--- config.mk ---
export PLATFORM = sky130hd
export DESIGN_NAME = ps2_mouse_packet_decoder_unit
export DESIGN_NICKNAME = d
export VERILOG_FILES = /design/src/sv/ps2md_pkg.sv /design/src/sv/ps2md_decode.sv /design/src/sv/ps2md_queue.sv /design/src/sv/ps2_mouse_packet_decoder_unit.sv
export VERILOG_INCLUDE_DIRS = /design/src /design/src/sv
export SDC_FILE = /design/constraint.sdc
export NUM_CORES = 1
export LEC_CHECK = 0
export BUFFER_PORTS_ARGS = -buffer_cell sky130_fd_sc_hd__buf_4
export CORE_UTILIZATION = 60
export DETAILED_ROUTE_END_ITERATION = 8
export PLACE_DENSITY = 0.78
export RECOVER_POWER = 50
export SKIP_LAST_GASP = 1
export SYNTH_ARGS = -nofsm -noshare
export SYNTH_HDL_FRONTEND = slang
export SYNTH_HIERARCHICAL = 1
export SYNTH_SLANG_ARGS = --single-unit
--- constraint.sdc ---
create_clock -name aclk -period 10.8 [get_ports aclk]
set_clock_uncertainty 0.15 [all_clocks]
set_input_delay 0 -clock aclk [delete_from_list [all_inputs] [get_ports aclk]]
set_output_delay 0 -clock aclk [all_outputs]
set_load 0.05 [all_outputs]
--- src/sv/ps2_mouse_packet_decoder_unit_defines.svh ---
// assertion macros used by the asserting file (the top-level decoder unit)
`ifndef PS2_MOUSE_PACKET_DECODER_UNIT_DEFINES_SVH
`define PS2_MOUSE_PACKET_DECODER_UNIT_DEFINES_SVH

// same-cycle implication, checked out of reset
`define PS2MD_ASSERT_NOW(lbl, ante, cons, msg) \
    lbl: assert property (@(posedge aclk) disable iff (!aresetn) (ante) |-> (cons)) \
        else $error(msg);

// next-cycle implication, checked out of reset
`define PS2MD_ASSERT_NEXT(lbl, ante, cons, msg) \
    lbl: assert property (@(posedge aclk) disable iff (!aresetn) (ante) |=> (cons)) \
        else $error(msg);

`endif

--- src/sv/ps2md_pkg.sv ---
package ps2md_pkg;

    localparam int BTN_COUNT = 5;
    localparam int PKT_DEPTH = 3;
    localparam int TDATA_W   = 32;

    // packet modes
    localparam logic [1:0] MODE_STANDARD    = 2'd0;
    localparam logic [1:0] MODE_SCROLL      = 2'd1;
    localparam logic [1:0] MODE_FIVE_BUTTON = 2'd2;

    // event kinds
    localparam logic EVT_CURSOR = 1'b0;
    localparam logic EVT_BUTTON = 1'b1;

    typedef struct packed {
        logic                 event_kind;
        logic signed [8:0]    move_x;
        logic signed [8:0]    move_y;
        logic signed [7:0]    move_z;
        logic [2:0]           button_index;
        logic                 released;
        logic                 last_of_run;
    } result_t;

    // everything the decoder hands back for one byte
    typedef struct packed {
        logic [1:0]           pos_next;
        logic                 store_en;
        logic [1:0]           store_idx;
        logic [BTN_COUNT-1:0] pressed_next;
        logic [1:0]           res_cnt;
        result_t              res0;
        result_t              res1;
    } dec_t;

    function automatic logic [2:0] lowest_set(input logic [BTN_COUNT-1:0] v);
        logic [2:0] idx;
        idx = 3'd0;
        for (int i = BTN_COUNT - 1; i >= 0; i--) begin
            if (v[i]) begin
                idx = 3'(i);
            end
        end
        return idx;
    endfunction

endpackage

--- src/sv/ps2md_decode.sv ---
module ps2md_decode (
    input  logic [1:0]                                packet_mode,
    input  logic [7:0]                                data_byte,
    input  logic [1:0]                                byte_pos,
    input  logic [ps2md_pkg::PKT_DEPTH-1:0][7:0]      pkt_bytes,
    input  logic [ps2md_pkg::BTN_COUNT-1:0]           pressed,
    output ps2md_pkg::dec_t                           dec
);

    logic                             wide;
    logic [1:0]                       last_pos;
    logic [7:0]                       b0, b1, b2, b3;
    logic signed [8:0]                mx, my;
    logic signed [7:0]                mz;
    logic                             moved;
    logic [ps2md_pkg::BTN_COUNT-1:0]  buttons, changed;
    ps2md_pkg::result_t               cur_ev, btn_ev;

    always_comb begin
        wide     = (packet_mode == ps2md_pkg::MODE_SCROLL) ||
                   (packet_mode == ps2md_pkg::MODE_FIVE_BUTTON);
        last_pos = wide ? 2'd3 : 2'd2;

        b0 = pkt_bytes[0];
        b1 = pkt_bytes[1];
        b2 = wide ? pkt_bytes[2] : data_byte;
        b3 = wide ? data_byte : 8'h00;

        mx = {b0[4], b1};
        my = {b0[5], b2};
        case (packet_mode)
            ps2md_pkg::MODE_SCROLL:      mz = b3;
            ps2md_pkg::MODE_FIVE_BUTTON: mz = {{4{b3[3]}}, b3[3:0]};
            default:                     mz = 8'sd0;
        endcase
        moved = (mx != 9'sd0) || (my != 9'sd0) || (mz != 8'sd0);

        buttons = {(packet_mode == ps2md_pkg::MODE_FIVE_BUTTON) ? b3[5:4] : 2'b00, b0[2:0]};
        changed = buttons ^ pressed;

        cur_ev              = '0;
        cur_ev.event_kind   = ps2md_pkg::EVT_CURSOR;
        cur_ev.move_x       = mx;
        cur_ev.move_y       = my;
        cur_ev.move_z       = mz;
        cur_ev.last_of_run  = (changed == '0);

        btn_ev              = '0;
        btn_ev.event_kind   = ps2md_pkg::EVT_BUTTON;
        btn_ev.move_x       = moved ? mx : 9'sd0;
        btn_ev.move_y       = moved ? my : 9'sd0;
        btn_ev.move_z       = moved ? mz : 8'sd0;
        btn_ev.button_index = ps2md_pkg::lowest_set(changed);
        btn_ev.released     = |(changed & pressed);
        btn_ev.last_of_run  = 1'b1;

        dec              = '0;
        dec.pressed_next = pressed;
        dec.store_idx    = byte_pos;
        if (byte_pos < last_pos) begin
            // header or middle byte: just hold it
            dec.store_en = 1'b1;
            dec.pos_next = byte_pos + 2'd1;
        end else begin
            dec.pos_next     = 2'd0;
            dec.pressed_next = buttons;
            dec.res_cnt      = {1'b0, moved} + {1'b0, (changed != '0)};
            if (moved) begin
                dec.res0 = cur_ev;
                dec.res1 = btn_ev;
            end else begin
                dec.res0 = btn_ev;
                dec.res1 = btn_ev;
            end
        end
    end

endmodule

--- src/sv/ps2md_queue.sv ---
module ps2md_queue (
    input  logic                aclk,
    input  logic                aresetn,
    input  logic [1:0]          push_cnt,
    input  ps2md_pkg::result_t  push0,
    input  ps2md_pkg::result_t  push1,
    input  logic                pop,
    output ps2md_pkg::result_t  head,
    output logic [1:0]          count
);

    ps2md_pkg::result_t q_reg [2];
    logic               rd_reg, rd_next;
    logic [1:0]         cnt_reg, cnt_next;
    logic               wr_ptr;

    always_comb begin
        wr_ptr   = rd_reg ^ cnt_reg[0];
        rd_next  = rd_reg ^ pop;
        cnt_next = 2'(cnt_reg + push_cnt - {1'b0, pop});
    end

    always_ff @(posedge aclk) begin
        if (!aresetn) begin
            rd_reg  <= 1'b0;
            cnt_reg <= 2'd0;
        end else begin
            rd_reg  <= rd_next;
            cnt_reg <= cnt_next;
        end
    end

    // payload slots, no reset
    always_ff @(posedge aclk) begin
        if (push_cnt != 2'd0) begin
            q_reg[wr_ptr] <= push0;
        end
        if (push_cnt == 2'd2) begin
            q_reg[~wr_ptr] <= push1;
        end
    end

    assign head  = q_reg[rd_reg];
    assign count = cnt_reg;

endmodule

--- src/sv/ps2_mouse_packet_decoder_unit.sv ---
// ps/2 mouse packet decoder. raw mouse bytes come in on the s_ channel, one per transfer, and are
// framed into packets by position only: 3 bytes in standard mode (packet_mode 0, and the unused
// code 3), 4 bytes in scroll mode (1) and five-button mode (2). the byte that completes a packet
// yields a cursor event when any of dx, dy or wheel is nonzero, then a button event when the
// button set differs from the one last reported; tlast marks the final result of that byte, and
// bytes that yield nothing produce no transfer. timing: one byte is accepted every cycle; a
// result is offered on the m_ side once its byte has passed the input register and been
// decoded into the result queue. the two-entry result queue sets the pace: a packet giving two
// events needs two output transfers, and input stalls only while the queue cannot take the decoded
// results. packet_mode is written through cfg_wr_en / cfg_wr_data and must only change while idle.

`include "ps2_mouse_packet_decoder_unit_defines.svh"

module ps2_mouse_packet_decoder_unit (
    input  logic                            aclk,
    input  logic                            aresetn,
    // configuration
    input  logic                            cfg_wr_en,
    input  logic [1:0]                      cfg_wr_data,   // packet_mode
    // byte input
    input  logic                            s_tvalid,
    output logic                            s_tready,
    input  logic [7:0]                      s_tdata,       // [7:0] data_byte
    // event output
    output logic                            m_tvalid,
    input  logic                            m_tready,
    output logic [ps2md_pkg::TDATA_W-1:0]   m_tdata,       // [8:0] move_x, [17:9] move_y,
                                                           // [25:18] move_z,
                                                           // [28:26] button_index,
                                                           // [29] released, [31:30] zero
    output logic                            m_tuser,       // event_kind
    output logic                            m_tlast        // last_of_run
);

    // configuration register
    logic [1:0]                                 mode_reg;

    // input stage
    logic                                       in_valid_reg, in_valid_next;
    logic [7:0]                                 in_byte_reg;

    // packet framing state
    logic [1:0]                                 pos_reg;
    logic [ps2md_pkg::PKT_DEPTH-1:0][7:0]       pkt_reg;
    logic [ps2md_pkg::BTN_COUNT-1:0]            pressed_reg;

    ps2md_pkg::dec_t                            dec;
    ps2md_pkg::result_t                         head;
    logic [1:0]                                 q_count;
    logic [1:0]                                 q_free;
    logic                                       pop;
    logic                                       fire;
    logic [1:0]                                 push_cnt;

    // decode of the byte held in the input register
    ps2md_decode u_decode (
        .packet_mode (mode_reg),
        .data_byte   (in_byte_reg),
        .byte_pos    (pos_reg),
        .pkt_bytes   (pkt_reg),
        .pressed     (pressed_reg),
        .dec         (dec)
    );

    // result queue, doubles as the output register
    ps2md_queue u_queue (
        .aclk     (aclk),
        .aresetn  (aresetn),
        .push_cnt (push_cnt),
        .push0    (dec.res0),
        .push1    (dec.res1),
        .pop      (pop),
        .head     (head),
        .count    (q_count)
    );

    always_comb begin
        pop      = m_tvalid && m_tready;
        // room left once this cycle's output transfer is taken out
        q_free   = 2'(2'd2 - q_count + {1'b0, pop});
        // held byte retires when its results all fit
        fire     = in_valid_reg && (dec.res_cnt <= q_free);
        push_cnt = fire ? dec.res_cnt : 2'd0;
        s_tready = !in_valid_reg || fire;
        in_valid_next = (s_tvalid && s_tready) || (in_valid_reg && !fire);
    end

    always_ff @(posedge aclk) begin
        if (!aresetn) begin
            mode_reg     <= ps2md_pkg::MODE_STANDARD;
            in_valid_reg <= 1'b0;
            pos_reg      <= 2'd0;
            pressed_reg  <= '0;
        end else begin
            if (cfg_wr_en) begin
                mode_reg <= cfg_wr_data;
            end
            in_valid_reg <= in_valid_next;
            if (fire) begin
                pos_reg     <= dec.pos_next;
                pressed_reg <= dec.pressed_next;
            end
        end
    end

    // payload: input byte and held packet bytes, no reset needed
    always_ff @(posedge aclk) begin
        if (s_tvalid && s_tready) begin
            in_byte_reg <= s_tdata;
        end
        if (fire && dec.store_en) begin
            pkt_reg[dec.store_idx] <= in_byte_reg;
        end
    end

    // output packing
    assign m_tvalid = (q_count != 2'd0);
    assign m_tdata  = {2'b00, head.released, head.button_index, head.move_z,
                       head.move_y, head.move_x};
    assign m_tuser  = head.event_kind;
    assign m_tlast  = head.last_of_run;

    // queue never holds more than its two slots
    `PS2MD_ASSERT_NOW(a_queue_bound, 1'b1, q_count != 2'd3, "result queue overflow")
    // only a cursor event can be followed by another result of the same byte
    `PS2MD_ASSERT_NOW(a_nonlast_is_cursor, m_tvalid && !m_tlast,
                      m_tuser == ps2md_pkg::EVT_CURSOR, "non-final result is not a cursor event")
    // the button event of the same packet is waiting right behind the cursor event
    `PS2MD_ASSERT_NEXT(a_pair_follows, pop && !m_tlast,
                       m_tvalid && m_tuser == ps2md_pkg::EVT_BUTTON, "paired button event missing")

endmodule
# --- Word level (Yosys, flattened, before mapping) ---
# Memory sizes are Yosys's and may differ from the RTL's. A register that Yosys moved wholly into a read port is not among the register bits.
# Cells that the tools add are included.
classes:
  addsub: 6
  bitwise_logic: 6
  n_eq_ne: 3
  n_lt_le_gt_ge: 4
  muxes: 26
  n_reduce_logical: 22
op_table:
  columns: ["operator", "count"]
  rows:
  - ["two-way mux 66 bit", 1]
  - ["two-way mux 64 bit", 1]
  - ["two-way mux 8 bit", 4]
  - ["bitwise mux 24 bit", 1]
  - ["two-way mux 9 bit", 2]
  - ["nonzero test 9 bit", 2]
  - ["demux 8 bit (select 2 bit)", 1]
  - ["one-hot mux 8 bit (2 select lines)", 1]
  - ["two-way mux 3 bit", 5]
  - ["nonzero test 8 bit", 1]
  - ["two-way mux 1 bit", 7]
  - ["logical AND 1 bit", 6]
  - ["two-way mux 2 bit", 3]
  - ["bitwise AND 5 bit", 1]
  - ["zero test 5 bit", 1]
  - ["logical OR 1 bit", 5]
  - ["nonzero test 5 bit", 1]
  - ["OR reduction 5 bit", 1]
  - ["XOR 5 bit", 1]
  - ["== test 2 bit, second input constant", 2]
  - ["nonzero test 2 bit", 2]
  - ["< comparator 2 x 3 -> 1 bit, second input constant", 1]
  - ["adder 1 x 1 -> 2 bit", 1]
  - ["adder 2 x 1 -> 2 bit", 1]
  - ["12 further kinds", 15]
word_totals:
  reg_bits: 45
  wordCells: 78
  out_inout_bits: 36
  input_bits: 15
  mem_count: 1
  ramBits: 64
memory_table:
  columns: ["memory", "words", "width", "rd", "rd_ports_with_merged_regs", "write_ports", "line_no", "text"]
  rows:
  - ["u_queue.q_reg", 2, 32, 1, 1, 2, "ps2md_queue.sv:12", "ps2md_pkg::result_t q_reg [2];"]

# --- Logic depth before layout (Yosys ltp) ---
depth:
  word_depth: 18
  ltp_mapped: 21
  depth_no_buf: 18

# --- Modules after synthesis ---
# The synthesis kept the hierarchy.
by_module_without_submodules:
  columns: ["module", "cells_each", "area_per_inst_um2", "n_inst", "seq_area_each_um2"]
  rows:
  - ["ps2md_queue", 194, 3399.5, 1, 2001.9]
  - ["ps2_mouse_packet_decoder_unit", 97, 1529.0, 1, 1161.1]
  - ["ps2md_decode", 148, 975.9, 1, 0.0]

# --- Worst setup path before layout ---
# No wires, ideal clock.
synth_timing:
  kind: "register -> register"
  from: "reg mode_reg[0]"
  to: "mem u_queue/q_reg[0][0] (netlist bit), enable pin"
  path_buffers: 2
  synth_period_minus_slack_ns: 5.954
  path_stages_with_launch: 18
  setup_slack_ns: 4.846
  setup_ns: 0.466
  t_required_ns: 10.184
  arrival_time_ns: 5.339
  cell_sequence: "dfxtp_1 > inv_1 > ha_1 > buf_6 > nor2b_1 > nand2_1 > ha_1 > nand4_1 > or2_2 > ha_1 > and2_1 > ha_1 > nor2b_4 > o21ai_2 > buf_6 > and2_1 > inv_1 > o21ai_0"
synth_lines:
  columns: ["item", "line_no", "text"]
  rows:
  - ["start, declared", "ps2_mouse_packet_decoder_unit.sv:36", "logic [1:0] mode_reg;"]
  - ["start signal, assigned", "ps2_mouse_packet_decoder_unit.sv:90", "mode_reg <= ps2md_pkg::MODE_STANDARD;"]
  - ["start signal, assigned", "ps2_mouse_packet_decoder_unit.sv:96", "mode_reg <= cfg_wr_data;"]
  - ["end, declared", "ps2md_queue.sv:12", null]

==> results by group <==
Timing
  • Final count of negative-setup-slack endpoints: 0
  • TNS Setup: 0 ns
  • RSZ-0062 raised after global routing: false
  • Hold WS: about 0.24 ns
  • Final worst path period share: 0.6441
  • Fmax: 143.8 MHz
  • Rel. slew slack: -0.2719
  • Final Max Slew Viols: 56
  • Worst slew pin tran: ~1.9 ns
  • Final hold violations: 0
  • Post-layout minimum cycle time: 6.956 ns

Worst hold path
  • Hold/Removal Path Class: primary input to register
  • Worst hold start: s_tdata[2]
  • Hold Crit Depth: 2
  • Hold Path Sink: in_byte_reg[2]

Flow run
  • Max_cap viols: 3

Detailed routing
  • DRC: 0
  • DR pass1 iterations: 4
  • Post-DRT Antenna Nets: 0
  • Vias: about 3200
  • DR vias/cell: 5.299
  • Routed len/inst: ~16 µm
  • DRC marker count from the first detailed-route iteration: roughly 170
  • Post-Route WL: approximately 9.9 mm

Global route
  • Met3 Use GR: 0.03203
  • Vias in the first global route: around 3200
  • Grt peak-use layer: met2
  • Total track usage: 0.2071
  • Initial antenna violation count: 0
  • GRT overflow: 0
  • Met1 Resource Use GR: 0.2482
  • Met2 Track Usage GR: 0.3793
  • Largest net degree at the start of global routing: 33
  • First-pass GRT wire length: between 15 and 20 mm

Critical path
  • Crit-path slowest cell: o21ai_0
  • CP Capture Type: register
  • Levels on crit path: 16
  • Critical Path Start Type: register
  • Worst Path Buf+Inv: 3
  • Critical path required time: 10.67 ns
  • Max FO, Critical Path: 24
  • Arr. time, crit path: between 6 and 7 ns
  • R2r endpoint: u_queue/q_reg[0][7]
  • FF-to-FF path depth: 16
  • Crit-path cells: inv_1 > ha_1 > nor2b_1 > nand2_1 > ha_1 > nand4_1 > or2_2 > ha_1 > and2_0 > ha_1 > nor2b_1 > o21ai_0 > and2_0 > inv_1 > o21ai_0 > buf_4
  • Worst r2r src: mode_reg[0]
  • CP top delay family: compound AO/OA/AOI/OAI gates
  • CP dominant cell by count: ha_1
  • R2R Setup Slk: roughly 3.8 ns
  • Setup CP Type: register to register
  • Crit path largest cell delay: 1.29 ns

Placement
  • GP Congestion: between 0.7 and 0.8
  • DP Wirelength: around 6.6 mm
  • PortBufs: between 40 and 50

Pwr
  • Pwr dens: around 170 nW/µm²
  • Pleak: roughly 2.4 nW
  • Peak supply drop: a little under 0.1 mV

Logic synthesis
  • Synth warn: 6
  • Post-Syn Area: a little under 6000 µm²
  • Cells after Synth: between 400 and 500
  • Avg Cell Area, Syn: around 13 µm²

Die
  • Die Area: 10090 µm²
  • Starting Density: 0.6233
  • Row count: 35
  • Total I/O pin count: slightly above 50
  • Die Y: roughly 100 µm
  • Die X: roughly 100 µm
  • Core area: ~9300 µm²

Clock tree
  • Bufs on Longest Clock Path: 2
  • Setup Fix Bufs, Post-CTS: 0
  • CTS tree: built
  • Post-CTS resize count: 0
  • Worst-skew pair later-pin latency: about 0.35 ns
  • Inserted Clock Buffers: 9
  • CTS Hold Bufs: 18
  • Root Driver: clkbuf_8
  • Max H-tree Level: 3
  • CTS Sinks: 107
  • Clock transition at path regs: approximately 0.090 ns

Final layout
  • Area Overhead vs Synth: 7.316%
  • Fill count: 709
  • Reg area: 3073 µm²
  • Max reg flops: 64
  • ANT cells: 0
  • Area of the multi-input gates: ~2300 µm²
  • Layout cell share with drive strength beyond 1: 0.2960
  • Final nets: around 500

Run status
  • Status: finished, violations left
  • Failing checks: capacitance limit, slew limit
==> final cells by class <==
type,count,area share
Sequential cell,107,0.4925
Tap cell,129,0.02587
Multi-Input combinational cell,265,0.3734
Timing Repair Buffer,70,0.07219
Inverter,15,0.009023
Clock inverter,5,0.006016
Clock buffer,11,0.02105
==> cell usage in the layout (no fill, tap or decap), drive strengths merged <==
cell and n:
nor2b 5, nor2 16, or2 3, clkbuf 51, a21oi 7, dfxtp 14
o21ai 11, o22ai 1, clkinv 2, inv 16, o211ai 1, nor3 3
xor2 3, a211oi 2, conb 2, edfxtp 93, and3 7, nor4 5
buf 12, or3 1, dlygate4sd3 18, nand3b 1, o21bai 1, clkinvlp 2
nand2b 1, nand4 2, and4b 2, nand2 32, mux2 97, mux2i 17
nand3 2, nor4b 1, a21boi 1, and2 23, xnor2 3, ha 14
o21a 1
==> metrics by stage <==
stage                     total power (W)  cell area, µm²  utilization  cells  worst slack (ns)
after global placement          0.0008677            6026       0.6460    568             5.322
final                            0.001057            6240       0.6689    602             3.844
after floorplan                 0.0008052            5818            -    437             4.846
after detailed placement        0.0008778            6026       0.6460    568             5.183
after CTS                        0.001095            6375       0.6834    602             5.151
after global routing             0.001109            6240       0.6689    602             3.394
==> per-layer routing <==
layer  up-vias  routed length, µm
met4         0                 87
met5         -                  0
met2        61               5155
li1       1602                  -
met1      1517               4324
met3        10                286
==> how the worst max path moves through the flow <==
stage | start | to | slack [ns]
6_report | mode_reg[0] | u_queue/q_reg[0][7] | 3.84
5_1_grt | mode_reg[0] | u_queue/q_reg[0][31] | 3.39
4_1_cts | mode_reg[0] | u_queue/q_reg[0][3] | 5.15
3_5_place_dp | mode_reg[0] | u_queue/q_reg[0][17] | 5.18
3_3_place_gp | mode_reg[0] | u_queue/q_reg[0][13] | 5.32
2_1_floorplan | mode_reg[0] | u_queue/q_reg[0][0] | 4.85
==> where the power goes <==
part | internal, W | switching, W
registers | 0.000489 | 0.0000248
clock network | 0.0000850 | 0.000128
logic | 0.000115 | 0.000215
total | 0.000689 | 0.000368
(Power assumes the default switching activity.)
